==> config.mk <==
export PLATFORM = sky130hd
export DESIGN_NAME = u16550_rx_fifo
export DESIGN_NICKNAME = d
export VERILOG_FILES = /design/src/rtl/core/u16550_pkg.sv /design/src/rtl/core/u16550_rx_fifo.sv
export SDC_FILE = /design/constraint.sdc
export NUM_CORES = 1
export LEC_CHECK = 0
export CORE_ASPECT_RATIO = 0.8
export CORE_UTILIZATION = 45
export DETAILED_ROUTE_END_ITERATION = 10
export DONT_BUFFER_PORTS = 1
export GPL_TIMING_DRIVEN = 0
export RECOVER_POWER = 100
export SETUP_SLACK_MARGIN = 0.05
export SLEW_MARGIN = 40
export SYNTH_ARGS = -nofsm -noshare
export SYNTH_HDL_FRONTEND = slang
export SYNTH_SLANG_ARGS = --single-unit
export TNS_END_PERCENT = 50
==> constraint.sdc <==
create_clock -name clk_i -period 2.4 [get_ports clk_i]
set_clock_uncertainty 0.2 [all_clocks]
set_input_delay 0.48 -clock clk_i [delete_from_list [all_inputs] [get_ports clk_i]]
set_output_delay 0.48 -clock clk_i [all_outputs]
set_load 0.03 [all_outputs]
==> src/rtl/core/u16550_pkg.sv <==
// types and constants shared by the 16550 register block files
`timescale 1ns / 1ps
`default_nettype none

package u16550_pkg;

  // item kinds on the input channel
  typedef enum logic [1:0] {
    OP_READ  = 2'd0,
    OP_WRITE = 2'd1,
    OP_RX    = 2'd2,
    OP_NONE  = 2'd3
  } op_e;

  // register offsets
  localparam logic [2:0] ADDR_DATA  = 3'd0;
  localparam logic [2:0] ADDR_IER   = 3'd1;
  localparam logic [2:0] ADDR_IIR   = 3'd2;
  localparam logic [2:0] ADDR_LCR   = 3'd3;
  localparam logic [2:0] ADDR_MCR   = 3'd4;
  localparam logic [2:0] ADDR_LSR   = 3'd5;
  localparam logic [2:0] ADDR_MSR   = 3'd6;
  localparam logic [2:0] ADDR_SCR   = 3'd7;

  // interrupt identification codes
  localparam logic [2:0] IIR_NONE = 3'd1;
  localparam logic [2:0] IIR_THRE = 3'd2;
  localparam logic [2:0] IIR_RXD  = 3'd4;

  localparam int unsigned LCR_DLAB_BIT = 7;
  localparam int unsigned MCR_LOOP_BIT = 4;

  localparam logic [15:0] DIVISOR_RESET = 16'd12;
  localparam logic [7:0]  LCR_RESET     = 8'h03;
  localparam logic [7:0]  MCR_RESET     = 8'h08;
  localparam logic [7:0]  MSR_IDLE      = 8'hb0;
  localparam logic [1:0]  IIR_FIXED     = 2'b11;
  localparam logic [6:0]  LSR_FIXED     = 7'b0110000;

  typedef struct packed {
    logic [1:0] op;
    logic [2:0] addr;
    logic [7:0] data;
  } in_word_t;

  typedef struct packed {
    logic [7:0] read_data;
    logic       irq_pulse;
    logic       tx_valid;
    logic [7:0] tx_byte;
    logic       overflow;
  } out_word_t;

  // receive fifo control and status
  typedef struct packed {
    logic push;
    logic pop;
  } fifo_ctrl_t;

  typedef struct packed {
    logic empty;
    logic full;
    logic last;
  } fifo_stat_t;

endpackage

`default_nettype wire

==> src/rtl/core/u16550_rx_fifo.sv <==
// receive fifo with a prefetched head byte
`timescale 1ns / 1ps
`default_nettype none

module u16550_rx_fifo
  import u16550_pkg::*;
#(
  parameter int unsigned DEPTH = 16
) (
  input  wire logic       clk_i,
  input  wire logic       rst_ni,
  input  wire fifo_ctrl_t ctrl_i,
  input  wire logic [7:0] wdata_i,
  output logic [7:0]      front_o,
  output fifo_stat_t      stat_o
);

  localparam int unsigned PW = (DEPTH > 1) ? $clog2(DEPTH) : 1;
  localparam int unsigned CW = $clog2(DEPTH + 1);

  logic [7:0]    mem [DEPTH];
  logic [PW-1:0] head_q, head_d;
  logic [PW-1:0] tail_q, tail_d;
  logic [CW-1:0] count_q, count_d;
  logic [7:0]    front_q;

  function automatic logic [PW-1:0] wrap_inc(logic [PW-1:0] p);
    wrap_inc = (p == PW'(DEPTH - 1)) ? '0 : p + PW'(1);
  endfunction

  always_comb begin
    head_d  = head_q;
    tail_d  = tail_q;
    count_d = count_q;
    if (ctrl_i.push) begin
      head_d  = wrap_inc(head_q);
      count_d = count_q + CW'(1);
    end
    if (ctrl_i.pop) begin
      tail_d  = wrap_inc(tail_q);
      count_d = count_d - CW'(1);
    end
  end

  always_ff @(posedge clk_i or negedge rst_ni) begin
    if (!rst_ni) begin
      head_q  <= '0;
      tail_q  <= '0;
      count_q <= '0;
    end else begin
      head_q  <= head_d;
      tail_q  <= tail_d;
      count_q <= count_d;
    end
  end

  always_ff @(posedge clk_i) begin
    if (ctrl_i.push) begin
      mem[head_q] <= wdata_i;
    end
  end

  // head byte register, bypassed when the push lands on the next read slot
  always_ff @(posedge clk_i) begin
    if (ctrl_i.push && (head_q == tail_d)) begin
      front_q <= wdata_i;
    end else begin
      front_q <= mem[tail_d];
    end
  end

  assign front_o      = front_q;
  assign stat_o.empty = (count_q == '0);
  assign stat_o.full  = (count_q == CW'(DEPTH));
  assign stat_o.last  = (count_q == CW'(1));

endmodule

`default_nettype wire

==> Yosys cells after proc, flatten, opt, wreduce, memory -nomap -nowiden <==
Memory sizes are Yosys's and may differ from the RTL's. A register that Yosys moved wholly into a read port is not among the register bits.
Index checks and enable logic that the tools add are counted.
{ "word_totals": {"ff_bits": 13, "ramBits": 128, "output_inout_bits": 11, "wordCells": 20, "mem_count": 1} }
{ "memory_table": {"columns": ["memory", "depth", "word_bits", "rd", "rd_ports_with_merged_regs", "wr", "line_no", "text"], "rows": [
  ["mem", 16, 8, 1, 1, 1, "u16550_rx_fifo.sv:21", "logic [7:0] mem [DEPTH];"]
]} }
{ "op_classes": {"add_sub_neg": 4, "n_eq_ne": 4, "mux": 7, "n_reduce_logical": 1} }
{ "ops": {"columns": ["op", "n"], "rows": [
  ["$mux W4", 3],
  ["$mux W5", 2],
  ["$add A4 B1 Y4 const B", 2],
  ["$eq A4 B4 Y1 const B", 2],
  ["$add A5 B1 Y5 const B", 1],
  ["$eq A5 B1 Y1 const B", 1],
  ["$eq A5 B5 Y1 const B", 1],
  ["$logic_not A5 Y1", 1],
  ["$sub A5 B1 Y5 const B", 1],
  ["$mux W1", 2]
]} }

==> Logic depth before layout (Yosys ltp) <==
Gate-level depths: netlist of run 1.
{ "logic_depth": {"depth_word": 4, "ltp_mapped": 6, "depth_no_buf": 6} }

==> Worst setup path before layout of run 1 <==
No wires, ideal clock.
{ "synth_timing": {"kind": "register -> output", "startpoint": "reg count_q[0]", "endpoint": "out stat_o[2] in the netlist's numbering", "arrival_ns": 1.626, "path_slack_ns": 0.094, "stages_incl_launch_ff": 4, "path_cell_list": "dfrtp_1 -> inv_1 -> ha_1 -> nor4b_1"} }
{ "synth_rtl": {"columns": ["item", "line_no", "text"], "rows": [
  ["from (decl)", "u16550_rx_fifo.sv:24", "logic [CW-1:0] count_q, count_d;"],
  ["from (signal assigned)", "u16550_rx_fifo.sv:53", "count_q <= count_d;"],
  ["to (decl)", "u16550_rx_fifo.sv:15", "output fifo_stat_t stat_o"]
]} }

==> impl_metrics.csv, run 1 <==
group,metric,value,unit
critical_path,crit_path_start_kind,"register",
routing,vias,2744,
logic_synthesis,synth.distinct_cells,35,
timing,relSlewSlack,53.0,%
power,intPower,5.91,mW
power,peakVddDrop,652,uV
run,cap_violations,0,
finish,final_cells,509,
routing,drt_wl_total,11.3,mm
logic_synthesis,synth_top_family_by_area,"multiplexers",
logic_synthesis,synth_edf_count,128,
routing,drt_iter0_drc,288,
logic_synthesis,synth_fp_nets,313,
logic_synthesis,async_flop_share,8.97,%
min_path,hold_path_class,"primary input to asynchronous set/reset pin",
finish,nets,346,
clock_tree,cts.sinks,145,
power,power,8.80,mW
power,leakage,2.30,nW
logic_synthesis,synth_ff_type,"edfxtp_1",
die,rows,36,
finish,areaGrowthSynthToFinish,19.4,%
global_route,grt_overflow,0,
placement,preCtsSetupSlack,-0.161,ns
die,die_y,104,um
global_route,grt_pass1_vias,2812,
clock_tree,cts_max_path_buffers,2,
logic_synthesis,synth_xor_area_share,1.66,%
timing,post-route-period-util,113,%
clock_tree,cts_buffers,17,
critical_path,regToRegSetupSlack,0.30,ns
timing,hold_viol,0,
timing,fmax,369,MHz
status,violations,"setup timing",
global_route,antenna_found_initial,1,
routing,drc_errors,0,
logic_synthesis,synth_compound_area_share,2.69,%
clock_tree,cts-root-buf,"clkbuf_16",
logic_synthesis,synthMuxAreaShare,13.7,%
timing,min_period,2.71,ns
die,dieArea,13400,um2
timing,fin_setup_tns,-2.17,ns
global_route,grt_pass1_wl,17.3,mm
timing,worstMarginPinSlew,0.700,ns
logic_synthesis,synthTopCellsByArea,"edfxtp_1 66%, mux4_2 9.3%, dfrtp_1 5.6%",
logic_synthesis,synth.avg_cell_area,19.9,um2
logic_synthesis,yosys.area_share.adder,1.94,%
finish,drive_gt1_share,29.9,%
logic_synthesis,ys_seq_area_share,73.2,%
die,die_w,129,um
power,power_frac_comb,33.2,%
global_route,grt_usage,18.8,%
timing,slew_viol_final,0,
clock_tree,h-tree-depth,4,
timing,setup_ws,-0.307,ns
clock_tree,clk_latency,0.41,ns
placement,portBuffers,0,
die,initial_core_util,46.9,%
critical_path,arrival,2.03,ns
critical_path,path_max_fanout,7,
power,power_density,1270,nW/um2
timing,grt_setup_unrepaired,"yes",
logic_synthesis,ys_seq_elements,145,
power,power.share.clock,28.7,%
critical_path,crit_type,"register to output pin",
critical_path,r2r-start,"head_q[0]",
placement,dp_hpwl,7.23,mm
power,p_sw_share,32.9,%
placement,gp_congestion,0.697,
routing,detail_route.wl_per_cell,22.2,um
clock_tree,clkTransAtPathRegs,0.06,ns
logic_synthesis,yosysTopAreaCell,"edfxtp_1",
logic_synthesis,ys_warn_count,0,
logic_synthesis,syn_inst,292,
placement,dp_cells,464,
critical_path,required,1.72,ns
routing,drt-pass1-iter-count,4,
routing,antenna_left,0,
routing,via_per_inst,5.39,
clock_tree,cts_tree,"yes",
die,core-area,12400,um2
logic_synthesis,synth_top_area_share,66.2,%
finish,fin_util,56.0,%
finish,antenna_cells,0,
critical_path,critPathCaptureType,"output pin",
global_route,grt_max_degree,17,
status,outcome,"complete, but fails checks",
logic_synthesis,syn_area,5810,um2
timing,setup_viol,8,
finish,nFillCells,952,
power,seq_power_share,38.2,%
die,io_pins,23,
power,switchingPower,2.90,mW
logic_synthesis,yosys.area_share.simple,4.85,%
[cell type report]
class                           count  area [um2]  share of cell area, %
Clock inverter                     15         141                   2.04
Buffer                             14         141                   2.04
Inverter                            4        15.0                  0.217
Sequential cell                   145        4250                   61.3
Tap cell                          171         214                   3.09
Multi-Input combinational cell    129        1590                   22.9
Timing Repair Buffer               14         158                   2.27
Clock buffer                       17         425                   6.14
[sequential cells by signal, summed over array words and instances (netlist names), named ones only]
name,flops
count_q,5
mem,128
tail_q,4
head_q,4
[synth_stat cells, types with 3 or more instances]
library cell,instances
edfxtp_1,128
mux4_2,24
a22oi_1,16
nand2_1,16
and2_1,13
dfrtp_1,13
ha_1,9
mux4_1,8
xnor2_1,7
nand4_1,5
dfxtp_1,4
inv_1,4
o21ai_0,4
xor2_1,4
buf_2,3
buf_6,3
clkbuf_1,3
clkdlybuf4s25_2,3
nor2_1,3
nor3b_1,3
[kinds of logic (layout without fill, tap and decap cells)]
| family | after synthesis | count (layout) |
|---|---|---|
| multiplexers | 36 | 36 |
| flip-flops | 145 | 145 |
| AO/OA/AOI/OAI | 23 | 23 |
| AND/OR/NAND/NOR | 50 | 50 |
| adder cells (fa/ha/maj) | 9 | 9 |
| buffers and inverters | 18 | 64 |
| XOR/XNOR | 11 | 11 |
[metrics by stage]
stage          cell area [um2]  hold slack [ns]
2_1_floorplan             5810          -0.0156
3_3_place_gp              6020          -0.0152
3_5_place_dp              6060          -0.0152
4_1_cts                   6940            0.309
5_1_grt                   6930            0.339
6_report                  6930            0.316
[worst paths after layout]
path,endpoint,cells past startpoint
max reg2reg,mem[11][0],4
max in group asynchronous,head_q[1],1
min,tail_q[2],1
max,front_o[0],5
min reg2reg,tail_q[3],1
min in group clk_i,count_q[1],2
[layer usage]
layer,up-vias,wire length (um),GRT usage (%)
met5,-,13,0
met3,13,461,5.11
met4,2,102,5.80
met2,54,5230,26.8
met1,1427,5490,28.3
li1,1248,-,-
[power by group through the flow]
stage | registers [mW] | logic, mW | clock network, mW
4_1_cts | 3.36 | 2.96 | 2.54
3_5_place_dp | 3.37 | 2.42 | 0
6_report | 3.36 | 2.92 | 2.52
3_3_place_gp | 3.34 | 2.36 | 0
2_1_floorplan | 3.30 | 1.87 | 0
5_1_grt | 3.40 | 3.13 | 2.66
[critical path, stage by stage, from the launching register on]
cell and delay [ns]:
dfxtp_2 0.34, buf_12 0.14, buf_12 0.14, mux4_2 0.54, a22oi_2 0.26, nand2_2 0.19
[cell usage in the layout (no fill, tap or decap), types with 5 or more instances in the layout]
| cell type | instances |
|---|---|
| dlygate4sd3_1 | 9 |
| dfrtp_1 | 13 |
| buf_12 | 5 |
| mux4_2 | 27 |
| mux4_1 | 5 |
| nand2_2 | 5 |
| ha_1 | 9 |
| and2_0 | 12 |
| edfxtp_1 | 128 |
| a22oi_2 | 12 |
| nand4_1 | 5 |
| nand2_1 | 8 |
| clkinvlp_4 | 5 |
| clkbuf_16 | 17 |
| xnor2_1 | 7 |
[repair_timing]
item / 4_1_cts / 5_1_grt
gates cloned: 2 / 0
resized for setup: 39 / 4
hold endpoints to repair: 141 / 0
setup buffers: 2 / 1
setup endpoints to repair: 11 / 9
hold buffers: 9 / 0
pin swaps: 13 / 9
Power figures use the tool's default switching activity.
==> run 2: changes to the inputs <==
--- a/config.mk
+++ b/config.mk
@@ -5,7 +5,9 @@
 export SDC_FILE = /design/constraint.sdc
 export NUM_CORES = 1
 export LEC_CHECK = 0
+export ABC_AREA = 1
 export CORE_ASPECT_RATIO = 0.8
+export CORE_MARGIN = 2
 export CORE_UTILIZATION = 45
 export DETAILED_ROUTE_END_ITERATION = 10
 export DONT_BUFFER_PORTS = 1
==> impl_metrics.csv, run 2 <==
group,metric,value,unit
placement,preCtsSetupSlack,0.118,ns
finish,largest_register_ffs,128,
status,outcome,"complete, but fails checks",
clock_tree,cts-root-buf,"clkbuf_16",
logic_synthesis,ys_warn_count,0,
finish,antenna_cells,0,
timing,post-route-period-util,100,%
global_route,grt_max_degree,17,
timing,slew_viol_final,0,
placement,gp_congestion,0.879,
clock_tree,clkTransAtPathRegs,0.06,ns
die,rows,39,
logic_synthesis,synth.avg_cell_area,10.1,um2
logic_synthesis,syn_area,6470,um2
finish,final_common_cell,"nand2_1",
finish,regMostFlops,"mem",
logic_synthesis,synth_ff_type,"edfxtp_1",
clock_tree,cts_buffers,17,
logic_synthesis,synth_fp_nets,664,
logic_synthesis,syn_inst,643,
global_route,grt_pass1_vias,4224,
power,intPower,5.79,mW
critical_path,crit_path_start_kind,"register",
power,p_sw_share,37.8,%
logic_synthesis,synth_edf_count,128,
timing,fmax,416,MHz
power,power_density,1190,nW/um2
routing,drt-pass1-iter-count,5,
finish,final_cells,871,
power,peakVddDrop,590,uV
logic_synthesis,ys_seq_area_share,65.6,%
timing,min_period,2.40,ns
finish,nFillCells,1189,
logic_synthesis,synth.distinct_cells,23,
die,dieArea,15400,um2
power,power.share.clock,28.1,%
finish,layout_common_cells,"189 x nand2_1, 128 x edfxtp_1, 110 x inv_1",
logic_synthesis,netlist_top_cells_count,"204 x nand2_1, 128 x edfxtp_1, 111 x inv_1, 103 x nand3_1, 24 x nor2_1",
logic_synthesis,synthTopCellsByArea,"edfxtp_1 59%, nand2_1 12%, nand3_1 8.0%",
routing,antenna_left,0,
clock_tree,clk_latency,0.41,ns
timing,setup_viol,1,
clock_tree,cts.sinks,145,
logic_synthesis,synth_most_common_cell,"nand2_1",
die,core-area,14200,um2
routing,drt_iter0_drc,377,
placement,dp_cells,827,
routing,detail_route.wl_per_cell,18.1,um
timing,hold_viol,0,
critical_path,path_max_fanout,7,
routing,drt_wl_total,15.8,mm
clock_tree,cts_tree,"yes",
placement,dp_hpwl,10.2,mm
power,leakage,3.38,nW
status,violations,"setup timing",
finish,drive_gt1_share,17.6,%
die,initial_core_util,45.8,%
critical_path,crit_type,"register to output pin",
die,die_w,138,um
critical_path,arrival,1.72,ns
clock_tree,h-tree-depth,4,
timing,worstMarginPinSlew,1.05,ns
routing,drc_errors,0,
routing,vias,4410,
power,switchingPower,3.51,mW
finish,seq_area,4250,um2
logic_synthesis,ys_seq_elements,145,
finish,nets,695,
critical_path,critPathCaptureType,"output pin",
finish,multiInputGateArea,1890,um2
timing,setup_ws,-0.00381,ns
power,power_frac_comb,36.2,%
placement,portBuffers,0,
logic_synthesis,yosysTopAreaCell,"edfxtp_1",
min_path,hold_path_class,"primary input to register",
logic_synthesis,async_flop_share,8.97,%
routing,via_per_inst,5.06,
critical_path,required,1.72,ns
global_route,grt_pass1_wl,24.0,mm
timing,grt_setup_unrepaired,"yes",
power,power,9.30,mW
die,die_y,111,um
run,cap_violations,0,
clock_tree,cts_max_path_buffers,2,
finish,reg_top3,"mem (128), count_q (5)",
finish,areaGrowthSynthToFinish,21.1,%
global_route,grt_overflow,0,
global_route,grt_usage,21.1,%
logic_synthesis,synth_top_area_share,59.4,%
die,io_pins,23,
global_route,antenna_found_initial,0,
power,seq_power_share,35.7,%
min_path,hp-start,"ctrl_i[0]",
critical_path,r2r-start,"head_q[0]",
timing,relSlewSlack,30.2,%
[run 2: path summary, 6_finish.rpt]
kind | endpoint | slack, ns | cells after the start
worst min register to register | register | 0.33 | 2
min in group asynchronous | count_q[3] | 0.32 | 1
worst max-delay path | front_o[2] | -0.004 | 8
worst min-delay path | count_q[1] | 0.17 | 2
worst max register to register | mem[4][5] | 0.30 | 4
max in group asynchronous | head_q[2] | 1.27 | 1
[run 2: layer usage]
layer	global-route usage, %	up-vias	wire (um)
met3	5.31	24	1070
met4	5.92	0	210
met5	0	-	0
li1	-	2134	-
met1	30.2	2097	7380
met2	32.3	155	7130
[run 2: cell families after synthesis]
kind of cell / Yosys count / synth area share (%)
xor gates and xnor gates: 5 / 0.792
AOI/OAI and AO/OA: 9 / 0.870
DFF: 145 / 65.6
adders and majority gates: 9 / 1.74
and+or+nand+nor: 334 / 21.5
buffers and inverters: 140 / 9.35
muxes: 1 / 0.155
[run 2: final cells by class]
| type | instances | share of cell area [%] |
|---|---|---|
| flip-flops and latches | 145 | 54.3 |
| multi-input cells | 358 | 24.2 |
| clock buffers | 20 | 5.83 |
| inverters | 113 | 5.57 |
| plain buffers | 26 | 3.74 |
| well taps | 184 | 2.94 |
| repair buffers | 13 | 1.82 |
| clock inverters | 12 | 1.69 |
[run 2: critical path: stages, from the launching register on]
cell and delay, ns:
dfxtp_4 0.39, buf_12 0.16, clkbuf_16 0.15, nand2_1 0.04, nand2_1 0.06, nand2_1 0.09, nand3_1 0.15, nand3_2 0.11
nand2_4 0.15
[run 2: repair_timing]
item / in CTS / in global routing
gates resized for setup: 52 / 58
gates cloned: 1 / 2
endpoints found under the setup margin: 8 / 11
endpoints found under the hold margin: 141 / 0
pin swaps: 7 / 13
hold buffers: 9 / 0
buffers inserted: 0 / 1
[run 2: through the flow]
stage | utilization (%) | cell area (um2) | hold slack (ns) | TNS (ns)
floorplan | - | 6470 | -0.0156 | 0
global route | 55.4 | 7840 | 0.177 | -0.129
finish | 55.4 | 7840 | 0.165 | -0.00381
CTS | 53.5 | 7570 | 0.160 | 0
detailed placement | 47.4 | 6710 | -0.0153 | 0
global placement | 47.4 | 6710 | -0.0153 | 0
[run 2: power by group through the flow]
stage	Combinational [mW]	Clock, mW	Sequential [mW]
final	3.37	2.61	3.31
after detailed placement	2.59	0	3.32
after global placement	2.55	0	3.31
after CTS	2.95	2.63	3.30
after floorplan	1.90	0	3.27
after global routing	3.62	2.76	3.35
==> run 3: changes to the inputs <==
==> constraint.sdc (replaced) <==
create_clock -name clk_i -period 2.74 [get_ports clk_i]
set_clock_uncertainty 0.2 [all_clocks]
set_input_delay 0.548 -clock clk_i [delete_from_list [all_inputs] [get_ports clk_i]]
set_output_delay 0.548 -clock clk_i [all_outputs]
set_load 0.03 [all_outputs]
==> impl_metrics.csv, run 3 (synthesis results as in run 2) <==
group,metric,value,unit
die,initial_core_util,45.8,%
timing,min_period,2.65,ns
finish,regMostFlops,"mem",
timing,setup_viol,0,
global_route,grt_max_degree,17,
critical_path,path_max_fanout,10,
global_route,antenna_found_initial,0,
placement,gp_congestion,0.879,
clock_tree,cts_buffers,17,
global_route,grt_overflow,0,
power,power_frac_comb,31.5,%
routing,drt-pass1-iter-count,5,
min_path,hold_path_class,"primary input to register",
clock_tree,h-tree-depth,4,
finish,antenna_cells,0,
global_route,grt_pass1_wl,23.3,mm
routing,antenna_left,0,
die,io_pins,23,
finish,largest_register_ffs,128,
routing,drc_errors,0,
critical_path,arrival,1.90,ns
critical_path,cpLargestDelayFamily,"simple AND/OR/NAND/NOR gates",
timing,grt_setup_unrepaired,"yes",
global_route,met1_usage,30.2,%
global_route,grt_usage,20.5,%
critical_path,crit_top_cell,"nand3_1",
critical_path,crit_slowest_cell,"dfxtp_1",
power,leakage,3.18,nW
power,p_sw_share,36.6,%
routing,detail_route.wl_per_cell,17.4,um
die,dieArea,15400,um2
die,die_w,138,um
critical_path,required,1.99,ns
critical_path,reg2reg_depth,4,
run,cap_violations,0,
power,peakVddDrop,536,uV
critical_path,worstReg2RegEnd,"mem[0][7]",
min_path,min_path_cells,0,
finish,final_area,7330,um2
routing,drt_wl_total,15.0,mm
finish,layout_common_cells,"196 x nand2_1, 128 x edfxtp_1, 111 x inv_1",
power,switchingPower,2.75,mW
global_route,grt_util_met3,4.79,%
timing,slew_viol_final,0,
placement,portBuffers,0,
timing,fin_setup_tns,0,ns
timing,fmax,377,MHz
routing,drt_iter0_drc,387,
finish,final_common_cell,"nand2_1",
placement,dp_hpwl,10.2,mm
die,rows,39,
critical_path,crit_path_start_kind,"register",
power,intPower,4.76,mW
timing,post-route-period-util,96.8,%
routing,vias,4351,
clock_tree,cts_tree,"yes",
clock_tree,cts_setup_buffers,0,
finish,reg_top3,"mem (128), count_q (5)",
power,power,7.51,mW
clock_tree,cts.sinks,145,
clock_tree,cts-root-buf,"clkbuf_16",
power,seq_power_share,38.1,%
critical_path,cp_cell_sequence,"buf_2, inv_2, clkbuf_2, nand3_1, nand3_1, nand3_1, nand2_2",
global_route,grt_pass1_vias,4134,
power,power.share.clock,30.4,%
routing,via_per_inst,5.06,
status,outcome,"finished, final reports clean",
global_route,met2_usage,30.8,%
critical_path,crit_type,"register to output pin",
placement,placed_area,6710,um2
clock_tree,clk_latency,0.41,ns
timing,relSlewSlack,41.0,%
finish,areaGrowthSynthToFinish,13.2,%
timing,hold_viol,0,
die,die_y,111,um
finish,nets,684,
die,core-area,14200,um2
min_path,hp-start,"wdata_i[5]",
critical_path,r2r-start,"head_q[0]",
critical_path,critical_path_buf_inv_count,3,
finish,fin_util,51.8,%
global_route,busiest_layer,"met2",
finish,drive_gt1_share,9.76,%
min_path,holdPathEnd,"mem[15][5]",
clock_tree,cts_max_path_buffers,2,
clock_tree,clkTransAtPathRegs,0.06,ns
power,power_density,1020,nW/um2
critical_path,regToRegSetupSlack,0.66,ns
critical_path,cpPeakStageDelay,0.29,ns
timing,worstMarginPinSlew,0.882,ns
critical_path,critPathCaptureType,"output pin",
==> run 3: cell types whose count changed in the layout (fill, tap and decap cells not counted), sizes merged <==
cell         change
buf              -5
dlygate4sd3      -6
==> run 3: power by group through the flow <==
stage / clock [mW] / combinational, mW / sequential (mW)
after global routing: 2.42 / 2.59 / 2.90
after global placement: 0 / 2.23 / 2.90
final: 2.29 / 2.37 / 2.86
after floorplan: 0 / 1.67 / 2.86
after CTS: 2.30 / 2.29 / 2.86
after detailed placement: 0 / 2.27 / 2.91
==> run 3: timing repair <==
item,CTS,global route
hold endpoints to repair,13,0
hold buffers,1,0
pin swaps,0,0
resized for setup,1,15
setup endpoints to repair,1,8
==> run 3: cell type report <==
| class | instances | area (um2) |
|---|---|---|
| fillers | 1243 | 6820 |
| flip-flops and latches | 145 | 4250 |
| multi-input cells | 358 | 1630 |
| clock buffers | 20 | 457 |
| inverters | 113 | 424 |
| well taps | 184 | 230 |
| plain buffers | 27 | 194 |
| clock inverters | 12 | 133 |
| repair buffers | 1 | 10.0 |
==> run 3: worst max-delay path by stage <==
stage | endpoint | depth (start not counted)
5_1_grt | front_o[6] | 7
6_report | front_o[3] | 7
3_3_place_gp | mem[0][2] | 4
3_5_place_dp | mem[4][0] | 4
2_1_floorplan | mem[15][0] | 4
4_1_cts | front_o[5] | 8
==> run 3: stage by stage <==
stage | setup slack [ns] | hold WS, ns | cells
3_5_place_dp | 0.390 | 0.0527 | 827
6_report | 0.0888 | 0.0252 | 860
3_3_place_gp | 0.412 | 0.0527 | 827
2_1_floorplan | 0.838 | 0.0524 | 643
4_1_cts | 0.0556 | 0.0218 | 860
5_1_grt | 0.0120 | 0.00604 | 860
==> run 3: routing by layer <==
metal  vias up  share of wire (%)
met5         -                  0
met4         0                1.5
met3        23                7.5
met2       172                 44
met1      2051                 47
li1       2105                  -
==> run 3: worst register-to-register path: stages, from the launching register on <==
cell and delay [ns]:
dfrtp_1 0.43, inv_1 0.10, ha_1 0.14, nand2_1 0.17
nor2_1 0.66
